### config.mk
export PLATFORM = sky130hd
export DESIGN_NAME = serial_value_frame_codec_core
export DESIGN_NICKNAME = d
export VERILOG_FILES = /design/src/hdl/svfc_pkg.sv /design/src/hdl/svfc_front.sv /design/src/hdl/svfc_cmd_fifo.sv /design/src/hdl/svfc_back.sv /design/src/hdl/serial_value_frame_codec_core.sv
export SDC_FILE = /design/constraint.sdc
export NUM_CORES = 1
export LEC_CHECK = 0
export ABC_AREA = 1
export ABC_CLOCK_PERIOD_IN_PS = 4650
export BUFFER_PORTS_ARGS = -buffer_cell sky130_fd_sc_hd__buf_2
export CORE_UTILIZATION = 55
export CTS_BUF_LIST = sky130_fd_sc_hd__clkbuf_8
export DETAILED_ROUTE_END_ITERATION = 7
export HOLD_SLACK_MARGIN = 0.06
export PLACE_DENSITY_LB_ADDON = 0.2
export SLEW_MARGIN = 40
export SYNTH_ARGS = -nofsm -noshare
export SYNTH_HDL_FRONTEND = slang
export SYNTH_SLANG_ARGS = --single-unit
### constraint.sdc
create_clock -name clk -period 4.65 [get_ports clk]
set_input_delay 0.93 -clock clk [delete_from_list [all_inputs] [get_ports clk]]
set_output_delay 0.93 -clock clk [all_outputs]
set_load 0.02 [all_outputs]
### src/hdl/svfc_pkg.sv
// Shared types and constants for the serial value frame codec.
// No dependencies; imported by every module of the block.
package svfc_pkg;

    localparam int CMD_DEPTH_DEFAULT = 4;

    localparam logic [7:0]  HDR_WORD32    = 8'h11;
    localparam logic [7:0]  HDR_WORD16    = 8'h12;
    localparam logic [7:0]  END_BYTE      = 8'h10;
    localparam logic [15:0] TIMEOUT_RESET = 16'd1000;

    typedef enum logic [1:0] {
        OP_RX_BYTE = 2'd0,
        OP_TICK    = 2'd1,
        OP_SEND    = 2'd2
    } op_t;

    typedef enum logic [1:0] {
        CAUSE_HEADER  = 2'd0,
        CAUSE_TIMEOUT = 2'd1,
        CAUSE_END     = 2'd2
    } cause_t;

    typedef enum logic [1:0] {
        RX_IDLE   = 2'd0,
        RX_GATHER = 2'd1,
        RX_END    = 2'd2
    } rx_phase_t;

    typedef enum logic {
        REG_RX_FRAME_KIND = 1'b0,
        REG_TIMEOUT_TICKS = 1'b1
    } reg_index_t;

    typedef struct packed {
        logic [1:0]  operation;
        logic [7:0]  rx_data_byte;
        logic [31:0] send_word;
        logic        send_kind;
    } in_item_t;

    typedef struct packed {
        logic        tx_valid;
        logic [7:0]  tx_data_byte;
        logic        tx_last;
        logic        rx_done;
        logic [31:0] rx_word;
        logic        rx_fail;
        logic [1:0]  fail_cause;
    } out_item_t;

    // command from front to back: a send request or one receive report
    typedef struct packed {
        logic        is_send;
        logic [31:0] word;
        logic        send_kind;
        logic        rx_done;
        logic        rx_fail;
        logic [1:0]  fail_cause;
    } cmd_t;

    typedef struct packed {
        logic full;
        logic empty;
    } fifo_status_t;

endpackage

### src/hdl/svfc_front.sv
// Front end: config registers, receive deframer state, command issue.
// Depends on svfc_pkg.
module svfc_front (
    input  logic                clk,
    input  logic                rst_n,
    input  logic                accept,
    input  svfc_pkg::in_item_t  in_item,
    input  logic                cfg_write,
    input  logic                cfg_index,
    input  logic [15:0]         cfg_data,
    output logic                cmd_push,
    output svfc_pkg::cmd_t      cmd
);
    import svfc_pkg::*;

    logic        kind_reg;
    logic [15:0] timeout_reg;
    rx_phase_t   phase_reg, phase_next;
    logic [2:0]  cnt_reg, cnt_next;
    logic [31:0] acc_reg, acc_next;
    logic [15:0] elapsed_reg, elapsed_next;

    logic [2:0]  need;
    logic [7:0]  hdr;
    logic [2:0]  cnt_inc;
    logic [16:0] elapsed_inc;
    logic        tick_expired;
    logic [31:0] end_word;

    assign need         = kind_reg ? 3'd2 : 3'd4;
    assign hdr          = kind_reg ? HDR_WORD16 : HDR_WORD32;
    assign cnt_inc      = cnt_reg + 3'd1;
    assign elapsed_inc  = {1'b0, elapsed_reg} + 17'd1;
    assign tick_expired = elapsed_inc > {1'b0, timeout_reg};
    assign end_word     = kind_reg ? {16'h0000, acc_reg[15:0]} : acc_reg;

    always_ff @(posedge clk or negedge rst_n)
    begin
        if (!rst_n)
        begin
            kind_reg    <= 1'b0;
            timeout_reg <= TIMEOUT_RESET;
        end
        else if (cfg_write)
        begin
            case (reg_index_t'(cfg_index))
                REG_RX_FRAME_KIND: kind_reg    <= cfg_data[0];
                REG_TIMEOUT_TICKS: timeout_reg <= cfg_data;
                default: ;
            endcase
        end
    end

    always_ff @(posedge clk or negedge rst_n)
    begin
        if (!rst_n)
        begin
            phase_reg   <= RX_IDLE;
            cnt_reg     <= '0;
            acc_reg     <= '0;
            elapsed_reg <= '0;
        end
        else
        begin
            phase_reg   <= phase_next;
            cnt_reg     <= cnt_next;
            acc_reg     <= acc_next;
            elapsed_reg <= elapsed_next;
        end
    end

    // next state
    always_comb
    begin
        phase_next   = phase_reg;
        cnt_next     = cnt_reg;
        acc_next     = acc_reg;
        elapsed_next = elapsed_reg;
        if (accept)
        begin
            case (op_t'(in_item.operation))
                OP_RX_BYTE:
                begin
                    case (phase_reg)
                        RX_GATHER:
                        begin
                            acc_next = acc_reg |
                                ({24'h000000, in_item.rx_data_byte} << {cnt_reg[1:0], 3'b000});
                            cnt_next = cnt_inc;
                            if (cnt_inc >= need)
                                phase_next = RX_END;
                        end
                        RX_END:
                        begin
                            phase_next   = RX_IDLE;
                            cnt_next     = '0;
                            acc_next     = '0;
                            elapsed_next = '0;
                        end
                        default:
                        begin
                            phase_next   = (in_item.rx_data_byte == hdr) ? RX_GATHER : RX_IDLE;
                            cnt_next     = '0;
                            acc_next     = '0;
                            elapsed_next = '0;
                        end
                    endcase
                end
                OP_TICK:
                begin
                    if (phase_reg != RX_IDLE)
                    begin
                        if (tick_expired)
                        begin
                            phase_next   = RX_IDLE;
                            cnt_next     = '0;
                            acc_next     = '0;
                            elapsed_next = '0;
                        end
                        else
                            elapsed_next = elapsed_inc[15:0];
                    end
                end
                default: ;
            endcase
        end
    end

    // command issue
    always_comb
    begin
        cmd_push       = 1'b0;
        cmd.is_send    = 1'b0;
        cmd.word       = '0;
        cmd.send_kind  = in_item.send_kind;
        cmd.rx_done    = 1'b0;
        cmd.rx_fail    = 1'b0;
        cmd.fail_cause = CAUSE_HEADER;
        if (accept)
        begin
            case (op_t'(in_item.operation))
                OP_RX_BYTE:
                begin
                    case (phase_reg)
                        RX_GATHER: ;
                        RX_END:
                        begin
                            cmd_push = 1'b1;
                            if (in_item.rx_data_byte == END_BYTE)
                            begin
                                cmd.rx_done = 1'b1;
                                cmd.word    = end_word;
                            end
                            else
                            begin
                                cmd.rx_fail    = 1'b1;
                                cmd.fail_cause = CAUSE_END;
                            end
                        end
                        default:
                        begin
                            if (in_item.rx_data_byte != hdr)
                            begin
                                cmd_push       = 1'b1;
                                cmd.rx_fail    = 1'b1;
                                cmd.fail_cause = CAUSE_HEADER;
                            end
                        end
                    endcase
                end
                OP_TICK:
                begin
                    if (phase_reg != RX_IDLE && tick_expired)
                    begin
                        cmd_push       = 1'b1;
                        cmd.rx_fail    = 1'b1;
                        cmd.fail_cause = CAUSE_TIMEOUT;
                    end
                end
                OP_SEND:
                begin
                    cmd_push    = 1'b1;
                    cmd.is_send = 1'b1;
                    cmd.word    = in_item.send_word;
                end
                default: ;
            endcase
        end
    end

endmodule

### src/hdl/svfc_cmd_fifo.sv
// Command queue between front and back ends.
// Depends on svfc_pkg.
module svfc_cmd_fifo #(
    parameter int DEPTH = svfc_pkg::CMD_DEPTH_DEFAULT
) (
    input  logic                   clk,
    input  logic                   rst_n,
    input  logic                   wr,
    input  svfc_pkg::cmd_t         wr_data,
    input  logic                   rd,
    output svfc_pkg::cmd_t         rd_data,
    output svfc_pkg::fifo_status_t status
);
    import svfc_pkg::*;

    localparam int PW = (DEPTH > 1) ? $clog2(DEPTH) : 1;
    localparam int CW = $clog2(DEPTH + 1);
    localparam logic [PW-1:0] LAST_PTR = PW'(DEPTH - 1);
    localparam logic [CW-1:0] FULL_CNT = CW'(DEPTH);

    cmd_t          mem [DEPTH];
    logic [PW-1:0] wr_ptr_reg, rd_ptr_reg;
    logic [CW-1:0] count_reg;
    logic          do_wr, do_rd;

    assign status.full  = count_reg == FULL_CNT;
    assign status.empty = count_reg == '0;
    assign do_wr        = wr && !status.full;
    assign do_rd        = rd && !status.empty;
    assign rd_data      = mem[rd_ptr_reg];

    always_ff @(posedge clk)
    begin
        if (do_wr)
            mem[wr_ptr_reg] <= wr_data;
    end

    always_ff @(posedge clk or negedge rst_n)
    begin
        if (!rst_n)
        begin
            wr_ptr_reg <= '0;
            rd_ptr_reg <= '0;
            count_reg  <= '0;
        end
        else
        begin
            if (do_wr)
                wr_ptr_reg <= (wr_ptr_reg == LAST_PTR) ? '0 : wr_ptr_reg + PW'(1);
            if (do_rd)
                rd_ptr_reg <= (rd_ptr_reg == LAST_PTR) ? '0 : rd_ptr_reg + PW'(1);
            if (do_wr && !do_rd)
                count_reg <= count_reg + CW'(1);
            else if (do_rd && !do_wr)
                count_reg <= count_reg - CW'(1);
        end
    end

endmodule

### src/hdl/svfc_back.sv
// Back end: expands send commands into link bytes, holds the output result.
// Depends on svfc_pkg.
module svfc_back (
    input  logic                   clk,
    input  logic                   rst_n,
    input  svfc_pkg::cmd_t         cmd,
    input  logic                   cmd_valid,
    output logic                   cmd_pop,
    input  logic                   pop,
    output logic                   empty,
    output svfc_pkg::out_item_t    out_item
);
    import svfc_pkg::*;

    logic       out_valid_reg;
    out_item_t  out_reg;
    logic [2:0] step_reg;
    logic [2:0] last_step;
    logic       load;
    logic [7:0] tx_byte;
    out_item_t  res;

    assign last_step = cmd.send_kind ? 3'd3 : 3'd5;
    assign load      = cmd_valid && (!out_valid_reg || pop);
    assign cmd_pop   = load && (!cmd.is_send || step_reg == last_step);
    assign empty     = !out_valid_reg;
    assign out_item  = out_reg;

    always_comb
    begin
        case (step_reg)
            3'd0:    tx_byte = cmd.send_kind ? HDR_WORD16 : HDR_WORD32;
            3'd1:    tx_byte = cmd.word[7:0];
            3'd2:    tx_byte = cmd.word[15:8];
            3'd3:    tx_byte = cmd.send_kind ? END_BYTE : cmd.word[23:16];
            3'd4:    tx_byte = cmd.word[31:24];
            default: tx_byte = END_BYTE;
        endcase
    end

    always_comb
    begin
        res = '0;
        if (cmd.is_send)
        begin
            res.tx_valid     = 1'b1;
            res.tx_data_byte = tx_byte;
            res.tx_last      = step_reg == last_step;
        end
        else
        begin
            res.rx_done    = cmd.rx_done;
            res.rx_word    = cmd.word;
            res.rx_fail    = cmd.rx_fail;
            res.fail_cause = cmd.fail_cause;
        end
    end

    always_ff @(posedge clk)
    begin
        if (load)
            out_reg <= res;
    end

    always_ff @(posedge clk or negedge rst_n)
    begin
        if (!rst_n)
        begin
            out_valid_reg <= 1'b0;
            step_reg      <= '0;
        end
        else
        begin
            if (load)
                out_valid_reg <= 1'b1;
            else if (pop)
                out_valid_reg <= 1'b0;
            if (load && cmd.is_send)
                step_reg <= (step_reg == last_step) ? 3'd0 : step_reg + 3'd1;
        end
    end

endmodule

### src/hdl/serial_value_frame_codec_core.sv
// A result passes through the command queue and the back-end output register to the result ports.
// The front takes one receive byte or tick per cycle while the queue is not full; a send
// yields 4 or 6 bytes, one per cycle from the back-end byte sequencer as results pop.
// The command queue (CMD_DEPTH entries) lets the front keep accepting during a send.
// Reset clears receive state, queue and output; registers return to kind 0, 1000 ticks.
// Top level: front end, command queue, back end. Depends on svfc_pkg.
module serial_value_frame_codec_core #(
    parameter int CMD_DEPTH = svfc_pkg::CMD_DEPTH_DEFAULT
) (
    input  logic                 clk,
    input  logic                 rst_n,
    input  logic                 push,
    output logic                 full,
    input  svfc_pkg::in_item_t   in_item,
    output logic                 empty,
    input  logic                 pop,
    output svfc_pkg::out_item_t  out_item,
    input  logic                 cfg_write,
    input  logic                 cfg_index,
    input  logic [15:0]          cfg_data
);
    import svfc_pkg::*;

    logic         accept;
    logic         cmd_push;
    cmd_t         cmd_in, cmd_head;
    logic         cmd_pop;
    fifo_status_t q_status;

    assign full   = q_status.full;
    assign accept = push && !q_status.full;

    svfc_front u_front (
        .clk       (clk),
        .rst_n     (rst_n),
        .accept    (accept),
        .in_item   (in_item),
        .cfg_write (cfg_write),
        .cfg_index (cfg_index),
        .cfg_data  (cfg_data),
        .cmd_push  (cmd_push),
        .cmd       (cmd_in)
    );

    svfc_cmd_fifo #(
        .DEPTH (CMD_DEPTH)
    ) u_cmd_fifo (
        .clk     (clk),
        .rst_n   (rst_n),
        .wr      (cmd_push),
        .wr_data (cmd_in),
        .rd      (cmd_pop),
        .rd_data (cmd_head),
        .status  (q_status)
    );

    svfc_back u_back (
        .clk       (clk),
        .rst_n     (rst_n),
        .cmd       (cmd_head),
        .cmd_valid (!q_status.empty),
        .cmd_pop   (cmd_pop),
        .pop       (pop),
        .empty     (empty),
        .out_item  (out_item)
    );

endmodule

* Word level (Yosys, flattened, before mapping) *
Memory sizes are Yosys's and may differ from the RTL's.
Cells that the tools add are included.

cells by class
  add/subtract/negate cells = 7
  $lt $le $gt $ge = 2
  equal/unequal tests = 19
  shifts and indexed selects = 1
  mux-type cells = 54
  bitwise operators = 2
  reduce and logical (&&, ||, !) cells = 29

operator list
  kind                                                                   count
  32-bit 2-to-1 mux                                                      6
  32-bit one-hot mux with 2 select lines                                 2
  16-bit 2-to-1 mux                                                      3
  8-bit one-hot mux with 5 select lines                                  1
  3-bit 2-to-1 mux                                                       11
  33-bit 2-to-1 mux                                                      1
  32-bit bitwise OR                                                      1
  16-bit one-hot mux with 2 select lines                                 1
  8-bit by 5-bit left shift with 32-bit output                           1
  3-bit one-hot mux with 2 select lines                                  3
  16-bit by 1-bit adder with 17-bit output, second input constant        1
  17-bit by 16-bit greater-than comparator with 1-bit output             1
  2-bit 2-to-1 mux                                                       7
  1-bit 2-to-1 mux                                                       12
  10-bit 2-to-1 mux                                                      1
  3-bit by 1-bit adder with 3-bit output, second input constant          3
  1-bit logical AND                                                      9
  2-bit equality test, second input constant                             4
  8-bit by 5-bit equality test with 1-bit output, second input constant  1
  8-bit equality test                                                    1
  8-bit 2-to-1 mux                                                       1
  8-bit != test                                                          1
  2-bit one-hot mux with 2 select lines                                  2
  4-bit AND reduction                                                    2
  other kinds (22)                                                       38

storage, ports and cells
  flip-flop bits (word level) = 127
  RAM bits = 152
  input bits = 65
  output and inout port bits = 48
  memories = 1

memory list
  memory          words  width  read ports  clocked after memory_dff  write ports  RTL line             source
  u_cmd_fifo.mem  4      38     1           0                         1            svfc_cmd_fifo.sv:21  cmd_t mem [DEPTH];

* Depth between registers and ports, before layout *
Gate-level depths: netlist (run 1).

  word-level depth = 11
  depth in mapped cells = 27

* By module *
A second synthesis (run 1) with hierarchy kept.

unflattened totals
  cells, all modules = 1366
  area, all modules = 13641.8 µm²

modules (own cells, without submodules)
  module                         times used  cells an instance  area an instance (µm²)  sequential area each (µm²)
  svfc_cmd_fifo                  1           504                6640.1                  4739.5
  svfc_front                     1           634                4762.1                  1759.2
  svfc_back                      1           225                2225.9                  1481.4
  serial_value_frame_codec_core  1           3                  13.8                    0.0

* Worst setup path before layout (run 1) *
Ideal clock, no wire load.

  path type = input-to-reg
  start point = input port pop
  end point = register u_cmd_fifo.count_reg[1]
  setup time = 123 ps
  arrival = 4838 ps
  data required time = 4527 ps
  slack = -311 ps
  stages = 10
  path through = nor2_1 -> a31oi_1 -> inv_1 -> a21oi_1 -> inv_1 -> ha_1 -> inv_1 -> fa_1 -> nor2_1 -> a21oi_1

on the way
  longest elaborated chain between the ends = 7
  elaborated cells between the ends (all ways) = 9

ends and longest elaborated chain
  element                                                 RTL line                             source
  from (decl)                                             serial_value_frame_codec_core.sv:16  input logic pop,
  1-bit logical OR (*)                                    svfc_back.sv:24                      assign load = cmd_valid && (!out_valid_reg || pop);
  1-bit logical AND (*)                                   svfc_back.sv:24
  via u_back.load                                         svfc_back.sv:19                      logic load;
  1-bit logical AND (*)                                   svfc_back.sv:25                      assign cmd_pop = load && (!cmd.is_send || step_reg == last_step);
  1-bit logical AND (*)                                   svfc_cmd_fifo.sv:29                  assign do_rd = rd && !status.empty;
  1-bit zero test                                         svfc_cmd_fifo.sv:52                  if (do_wr && !do_rd)
  1-bit logical AND                                       svfc_cmd_fifo.sv:52
  3-bit 2-to-1 mux or 2-bit nonzero test (tied branches)  n/a
  to (signal assigned)                                    svfc_cmd_fifo.sv:53                  count_reg <= count_reg + CW'(1);
  to (signal assigned)                                    svfc_cmd_fifo.sv:55                  count_reg <= count_reg - CW'(1);
  to (decl)                                               svfc_cmd_fifo.sv:23                  logic [CW-1:0] count_reg;

The timed path passes the listed nets; every way through them passes the cells marked *.
A chain may end at the register's enable or synchronous reset.

* Worst setup path after layout (run 1) *
  start point = register u_front.elapsed_reg[0]
  end point = memory u_cmd_fifo.mem[2][33] in the netlist's numbering, enable pin

on the way
  longest elaborated chain between the ends = 9

ends and longest elaborated chain
  element                                                     RTL line             source
  from (decl)                                                 svfc_front.sv:21     logic [15:0] elapsed_reg, elapsed_next;
  from (signal assigned)                                      svfc_front.sv:68     elapsed_reg <= elapsed_next;
  16-bit by 1-bit adder with 17-bit output                    svfc_front.sv:33     assign elapsed_inc = {1'b0, elapsed_reg} + 17'd1;
  17-bit by 16-bit greater-than comparator with 1-bit output  svfc_front.sv:34     assign tick_expired = elapsed_inc > {1'b0, timeout_reg};
  1-bit logical AND                                           svfc_front.sv:173    if (phase_reg != RX_IDLE && tick_expired)
  1-bit 2-to-1 mux                                            svfc_front.sv:173
  1-bit one-hot mux with 3 select lines                       svfc_front.sv:141    case (op_t'(in_item.operation))
  1-bit 2-to-1 mux                                            svfc_front.sv:139    if (accept)
  1-bit logical AND                                           svfc_cmd_fifo.sv:28  assign do_wr = wr && !status.full;
  via u_cmd_fifo.do_wr                                        svfc_cmd_fifo.sv:24  logic do_wr, do_rd;
  1-bit 2-to-1 mux                                            svfc_cmd_fifo.sv:34  if (do_wr)
  1-bit 2-to-1 mux (implied by the code)                      svfc_cmd_fifo.sv:35  mem[wr_ptr_reg] <= wr_data;
  to (decl)                                                   svfc_cmd_fifo.sv:21

The timed path passes the listed nets, and every way through them passes these cells.

==> results of run 1 <==
## cell type report
class                      count  area (um^2)
timing repair buffer         131          734
clock inverter                30          184
tap                          319          399
clock buffer                  51          702
fill                        1934         8570
inverter                      98          368
multi-input combinational    810         4460
sequential                   279         7980
## final timing paths
kind | slack [ps] | startpoint | end
min | 330 | rst_n | u_front.elapsed_reg[13]
max reg2reg | 710 | u_front.elapsed_reg[0] | u_cmd_fifo.mem[2][33]
min reg2reg | 480 | u_front.timeout_reg[8] | u_front.timeout_reg[8]
max | 710 | u_front.elapsed_reg[0] | u_cmd_fifo.mem[2][33]
max in group asynchronous | 3580 | rst_n | u_front.timeout_reg[6]
min in group clk | 480 | u_front.timeout_reg[8] | u_front.timeout_reg[8]
## critical path, cell delays in order, from the launching register on
cell	delay [ps]
dfrtp_1	410
ha_1	220
nand2_1	80
nor2_2	160
nand2_2	110
nor3_2	170
nand2_1	120
nor2_1	130
xor2_1	100
ha_1	300
nand2_1	80
inv_1	80
nand4_1	100
nor2_1	170
nand2_1	90
nand3_2	90
nand2_2	80
inv_1	60
nand2_1	110
nand2_2	130
inv_1	170
nor2_4	430
buf_12	260
## power by group through the flow
stage	sequential, W	combinational (W)	clock (W)
after global routing	0.00349	0.00284	0.00221
after global placement	0.00348	0.00249	0
after detailed placement	0.00349	0.00254	0
after floorplan	0.00376	0.00151	0
after CTS	0.00344	0.00255	0.00209
final	0.00344	0.00254	0.00206
## cells in the final DEF (no fill, tap or decap), types with 2 or more instances in the layout
| cell | count |
|---|---|
| nor2_4 | 9 |
| nand3_1 | 30 |
| edfxtp_1 | 198 |
| nand4_1 | 21 |
| buf_12 | 2 |
| dfrtp_1 | 74 |
| nor2_2 | 2 |
| or2_2 | 5 |
| ha_1 | 35 |
| nor3_1 | 37 |
| clkinvlp_4 | 2 |
| xor2_1 | 9 |
| nor2_1 | 107 |
| nand2_1 | 293 |
| nor4_1 | 2 |
| nand2_2 | 13 |
| o21ai_0 | 30 |
| buf_2 | 111 |
| nand3b_1 | 2 |
| o21ai_2 | 35 |
| inv_2 | 10 |
| xnor2_1 | 4 |
| o211ai_1 | 32 |
| dfstp_2 | 6 |
| o22a_1 | 4 |
| a21oi_1 | 80 |
| clkbuf_8 | 51 |
| a31oi_1 | 2 |
| buf_4 | 17 |
| o22ai_1 | 23 |
| clkinv_2 | 3 |
| bufinv_16 | 2 |
| nand3_2 | 3 |
| clkinv_1 | 4 |
| a32o_1 | 21 |
| inv_1 | 106 |
## synth_stat cells (2+ instances only)
master | number | area (um^2)
nor2_2 | 2 | 12.5
nand4_1 | 21 | 131
nor4_1 | 2 | 12.5
o21ai_0 | 30 | 150
nand2_2 | 12 | 75.1
inv_2 | 10 | 37.5
nor3_1 | 37 | 185
xnor2_1 | 4 | 35.0
o21ai_2 | 35 | 307
buf_2 | 21 | 105
or2_2 | 5 | 31.3
nor2_4 | 4 | 45.0
nand3_2 | 3 | 30.0
nand3b_1 | 2 | 15.0
a31oi_1 | 3 | 18.8
nand2_1 | 294 | 1100
buf_6 | 8 | 90.1
a32o_1 | 21 | 210
dfstp_2 | 6 | 158
nor2_1 | 112 | 420
o211ai_1 | 32 | 240
a21oi_1 | 80 | 400
ha_1 | 35 | 438
clkbuf_1 | 26 | 97.6
xor2_1 | 9 | 78.8
nand3_1 | 30 | 150
o22ai_1 | 23 | 144
edfxtp_1 | 198 | 5950
buf_1 | 9 | 33.8
inv_1 | 87 | 327
dfrtp_1 | 75 | 1880
o22a_1 | 4 | 35.0
## per-layer routing
metal / vias to the layer above / global-route usage
met3: 47 / 0.0413
met2: 275 / 0.384
met4: 0 / 0.0766
li1: 4570 / -
met5: - / 0
met1: 4394 / 0.333
## stage by stage
step / power [W] / util / instances / hold WS (ps) / setup slack (ps)
6_report: 0.00803 / 0.634 / 1718 / 331 / 708
3_5_place_dp: 0.00603 / 0.596 / 1637 / 482 / 673
4_1_cts: 0.00809 / 0.633 / 1718 / 478 / 661
3_3_place_gp: 0.00596 / 0.595 / 1637 / 477 / 869
2_1_floorplan: 0.00527 / - / 1253 / 457 / 158
5_1_grt: 0.00854 / 0.634 / 1718 / 381 / 306
## cell families after synthesis
logic type | after synthesis | synth area share
and+or+nand+nor | 530 | 0.175
DFF | 279 | 0.609
AOI/OAI and AO/OA | 231 | 0.117
buffers and inverters | 164 | 0.0551
adders and majority gates | 36 | 0.0349
xor gates and xnor gates | 13 | 0.00869
==> flow_metrics.py, run 1 <==
metrics = {
    "power_and_ir_drop": {
        "p_leak_nw": 6.15,
        "p_sw_frac": 0.353,
        "power_density_mw_per_mm2": 542,
        "netSwitchingPower_w": 0.00284,
        "ir_drop_mv": 0.283,
        "combinationalPowerShare": 0.316,
        "p_int_w": 0.00519,
        "clockPowerShare": 0.256,
        "p_seq_frac": 0.428,
    },
    "grt": {
        "grt_pass1_vias": 8984,
        "grt.total_usage": 0.240,
        "antenna_found_initial": 0,
        "grt_overflow": 0,
        "grt_max_degree": 79,
        "grt_pass1_wl_um": 45700,
    },
    "clock_network": {
        "cts_tree": "done",
        "clk_pin_slew_ps": 60,
        "cts_buffers": 45,
        "insertion_delay_ps": 580,
        "cts.sinks": 279,
        "htree_levels": 2,
        "clk_path_buf_depth": 3,
        "post-cts-setup-buffers": 0,
        "post_cts_resized": 0,
        "clockRootBuffer": "clkbuf_8",
        "cts_hold_buf": 0,
    },
    "timing": {
        "setup_tns_ps": 0,
        "finalHoldViolations": 0,
        "setup_viol": 0,
        "final_max_slew_viol_count": 0,
        "worst-slew-pin-transition_ps": 873,
        "fin_crit_sh": 0.848,
        "max-slew-margin-rel": 0.412,
        "max_freq_ghz": 0.254,
        "skew_ps": 28.3,
        "rsz0062_at_grt": "no",
        "period_needed_ps": 3940,
    },
    "routing": {
        "wl_met3_um": 1550,
        "wl_um": 27900,
        "ant_nets": 0,
        "wl_per_cell_um": 16.2,
        "drt_iter0_drc": 903,
        "top_layer": "met4",
        "vias": 9286,
        "vias_per_cell": 5.41,
        "wl_met2_um": 13000,
        "first_pass_iters": 5,
        "drc_errors": 0,
        "drt-met1-wl_um": 12900,
    },
    "setup_path": {
        "rr_worst_depth": 22,
        "cp.required_ps": 4900,
        "cp-end-kind": "flop",
        "critPathMaxFanout": 24,
        "worstPathArrival_ps": 4200,
        "critPathKind": "flop to flop",
        "start_kind": "flop",
    },
    "logic_synthesis": {
        "yosys_warnings": 0,
        "synthFlopType": "edfxtp_1",
        "ys_seq_area_frac": 0.609,
        "async_reset_ff_frac": 0.290,
        "synth-seq-cells": 279,
        "synth_edf_count": 198,
        "syn_area_per_cell_um2": 10.5,
        "syn_nets": 1354,
        "netlist_instances": 1253,
        "synth_area_mm2": 0.0131,
        "ys_types": 45,
    },
    "die": {
        "die_w_um": 156,
        "placementRows": 56,
        "initial_core_util": 0.560,
        "fp.coreArea_mm2": 0.0234,
        "die-area_mm2": 0.0245,
        "die-height_um": 156,
        "num_io_pins": 113,
    },
    "place": {
        "numPortBuffers": 112,
        "dp.final_hpwl_um": 18800,
        "place_congestion": 0.884,
        "place_area_mm2": 0.0139,
    },
    "worst_hold_path": {
        "hp-class": "primary input to asynchronous set/reset pin",
    },
    "run": {
        "cap_violations": 0,
    },
    "final_layout": {
        "design_area_mm2": 0.0148,
        "drive_above_1_share": 0.201,
        "area_delta_synth_final_pct": 13.1,
        "antenna_cells": 0,
        "finalNetCount": 1466,
        "largest_reg_flops": 152,
    },
    "outcome": {
        "outcome": "completed",
    },
}
No activity file was read; power rests on OpenSTA's default activity.
==> inputs of run 2 (changes only) <==
- ABC_CLOCK_PERIOD_IN_PS: 4650 -> 3230
- clock period: 4.65 -> 3.23 ns (I/O delays scaled with it)
==> run 2 against run 1 <==
  * Sequential share of layout area fell by 2.4 points
  * The flow now finishes with violations (design-rule violations, negative setup slack)
  * Worst setup slack got worse by 900 ps
  * Routed wire length rose by 6.8%
  * Non-clock buffer count rose by 55
  * Power rose by 47%
  * Sequential cell count did not move
  * Largest cell class unchanged
  * Sequential power rose by 44%
==> flow_metrics.py, run 2 (synthesized netlist as in run 1, its figures left out) <==
metrics = {
    "power_and_ir_drop": {
        "p_leak_nw": 6.49,
        "ir_drop_mv": 0.400,
        "power_density_mw_per_mm2": 761,
    },
    "clock_network": {
        "clk_path_buf_depth": 3,
        "clockRootBuffer": "clkbuf_8",
        "cts_tree": "done",
        "cts.sinks": 279,
        "clk_pin_slew_ps": 60,
        "htree_levels": 2,
        "insertion_delay_ps": 580,
        "cts_buffers": 46,
    },
    "grt": {
        "grt.total_usage": 0.249,
        "grt_max_degree": 59,
        "grt_pass1_vias": 9131,
        "grt_overflow": 0,
        "grt_pass1_wl_um": 47100,
        "antenna_found_initial": 0,
    },
    "timing": {
        "finalHoldViolations": 0,
        "layout_setup_ws_ps": -193,
        "period_needed_ps": 3420,
        "skew_ps": 29.6,
        "worst-slew-pin-transition_ps": 704,
        "final_max_slew_viol_count": 0,
        "max-slew-margin-rel": 0.531,
        "max_freq_ghz": 0.292,
        "setup_viol": 154,
        "rsz0062_at_grt": "yes",
        "fin_crit_sh": 1.06,
    },
    "worst_hold_path": {
        "hp-class": "primary input to flop",
    },
    "place": {
        "place_area_mm2": 0.0143,
        "dp.final_hpwl_um": 19500,
        "place_congestion": 0.860,
        "numPortBuffers": 112,
        "placedCellCount": 1672,
        "post-place-ws_ps": -285,
    },
    "final_layout": {
        "antenna_cells": 0,
        "largest_reg_flops": 152,
        "drive_above_1_share": 0.242,
        "layout_commonest_cell": "nand2_1",
        "layout_common_cells": "nand2_1 (288), edfxtp_1 (198), buf_2 (111)",
        "area_delta_synth_final_pct": 18.4,
        "finalNetCount": 1524,
        "final_cells": 1775,
        "design_area_mm2": 0.0155,
    },
    "setup_path": {
        "critPathKind": "flop to flop",
        "critPathMaxFanout": 10,
        "crit_family": "simple AND/OR/NAND/NOR gates",
        "cp.required_ps": 3520,
        "start_kind": "flop",
        "critPathMaxStageDelay_ps": 360,
        "cp-end-kind": "flop",
        "worstPathArrival_ps": 3710,
        "slowest_stage": "dfrtp_1",
        "crit_buf_inv": 7,
        "crit_top_cell": "nand2_2",
    },
    "outcome": {
        "outcome": "complete, but fails checks",
        "violations": "design-rule violations, negative setup slack",
    },
    "routing": {
        "drc_errors": 1,
        "ant_nets": 0,
        "vias_per_cell": 5.41,
        "first_pass_iters": 7,
        "drt_iter0_drc": 726,
        "wl_per_cell_um": 16.8,
        "vias": 9600,
        "wl_um": 29800,
    },
    "die": {
        "num_io_pins": 113,
        "die-area_mm2": 0.0245,
        "die-height_um": 156,
        "die_w_um": 156,
        "placementRows": 56,
        "fp.coreArea_mm2": 0.0234,
        "initial_core_util": 0.560,
    },
    "run": {
        "cap_violations": 0,
    },
}
## run 2: changes by cell type in the layout (fill, tap and decap cells not counted), moves of 3 or more
| cell | before | now |
|---|---|---|
| clkinv_1 | 4 | 12 |
| inv_1 | 106 | 98 |
| buf_6 | 1 | 10 |
| nor2_1 | 107 | 102 |
| buf_4 | 17 | 48 |
| nand2_1 | 293 | 288 |
| nor2_2 | 2 | 6 |
| buf_12 | 2 | 8 |
| buf_8 | 0 | 4 |
| nand2_4 | 1 | 4 |
| nand2_2 | 13 | 16 |
## run 2: metrics by stage
stage,util,hold WS (ps),TNS (ps),total power [W]
floorplan,-,350,-43350,0.00761
global placement,0.609,473,-12000,0.00872
detailed placement,0.610,482,-26300,0.00881
CTS,0.659,245,-13750,0.0118
global route,0.663,266,-53070,0.0125
finish,0.663,264,-19400,0.0118
## run 2: area by class of cell
cell class	instances	area, um^2
inverters	98	374
fillers	1881	7880
multi-input cells	812	4560
well taps	319	399
clock inverters	32	171
flip-flops and latches	279	7980
clock buffers	49	674
repair buffers	186	1360
## run 2: worst register-to-register path, stage by stage, from the launching register on
cell and delay (ps):
dfrtp_1 360, ha_2 190, nand2_2 60, nor2_4 110, nand2_2 80, nor3_4 160, nand2_2 100, nor2_2 110
xor2_1 90, ha_1 310, nand2_2 80, inv_2 60, nand4_1 100, nor2_2 120, nand2_1 70, nand3_2 70
nand2_2 60, inv_2 70, nand2_4 50, nand2_4 90, buf_6 110, clkinvlp_4 120, buf_6 140, nor2_4 120
buf_12 150, clkbuf_16 170
## run 2: path summary, 6_finish.rpt
| check | cells after the start | start | slack, ps | end |
|---|---|---|---|---|
| worst max-delay path | 25 | u_front.elapsed_reg[0] | -190 | u_cmd_fifo.mem[0][22] |
| worst min-delay path | 2 | pop | 260 | u_back.out_valid_reg |
| worst max register to register | 25 | u_front.elapsed_reg[0] | -190 | u_cmd_fifo.mem[0][22] |
| worst min register to register | 2 | u_front.timeout_reg[7] | 490 | u_front.timeout_reg[7] |
| max in group asynchronous | 3 | rst_n | 1990 | u_front.timeout_reg[9] |
| min in group asynchronous | 2 | rst_n | 580 | u_back.out_valid_reg |
## run 2: where the power goes
group	switching, W	leakage (nW)	internal [W]
logic	0.00267	3.11	0.00133
clock network	0.00137	0.487	0.00148
registers	0.000202	2.90	0.00475
## run 2: routing by layer
| layer | wire length [um] | share of wire | global-route usage | vias to the layer above |
|---|---|---|---|---|
| li1 | - | - | - | 4692 |
| met1 | 13600 | 0.46 | 0.356 | 4561 |
| met2 | 13900 | 0.47 | 0.393 | 296 |
| met3 | 1650 | 0.055 | 0.0379 | 51 |
| met4 | 602 | 0.020 | 0.0747 | 0 |
| met5 | 0 | 0 | 0 | - |
## run 2: repair_timing
| action | CTS | global route |
|---|---|---|
| pin swaps | 2 | 11 |
| resized for setup | 28 | 19 |
| endpoints found under the hold margin | 26 | 0 |
| buffers inserted | 12 | 5 |
| cloned | 3 | 4 |
| hold buffers | 1 | 0 |
| endpoints found under the setup margin | 154 | 186 |
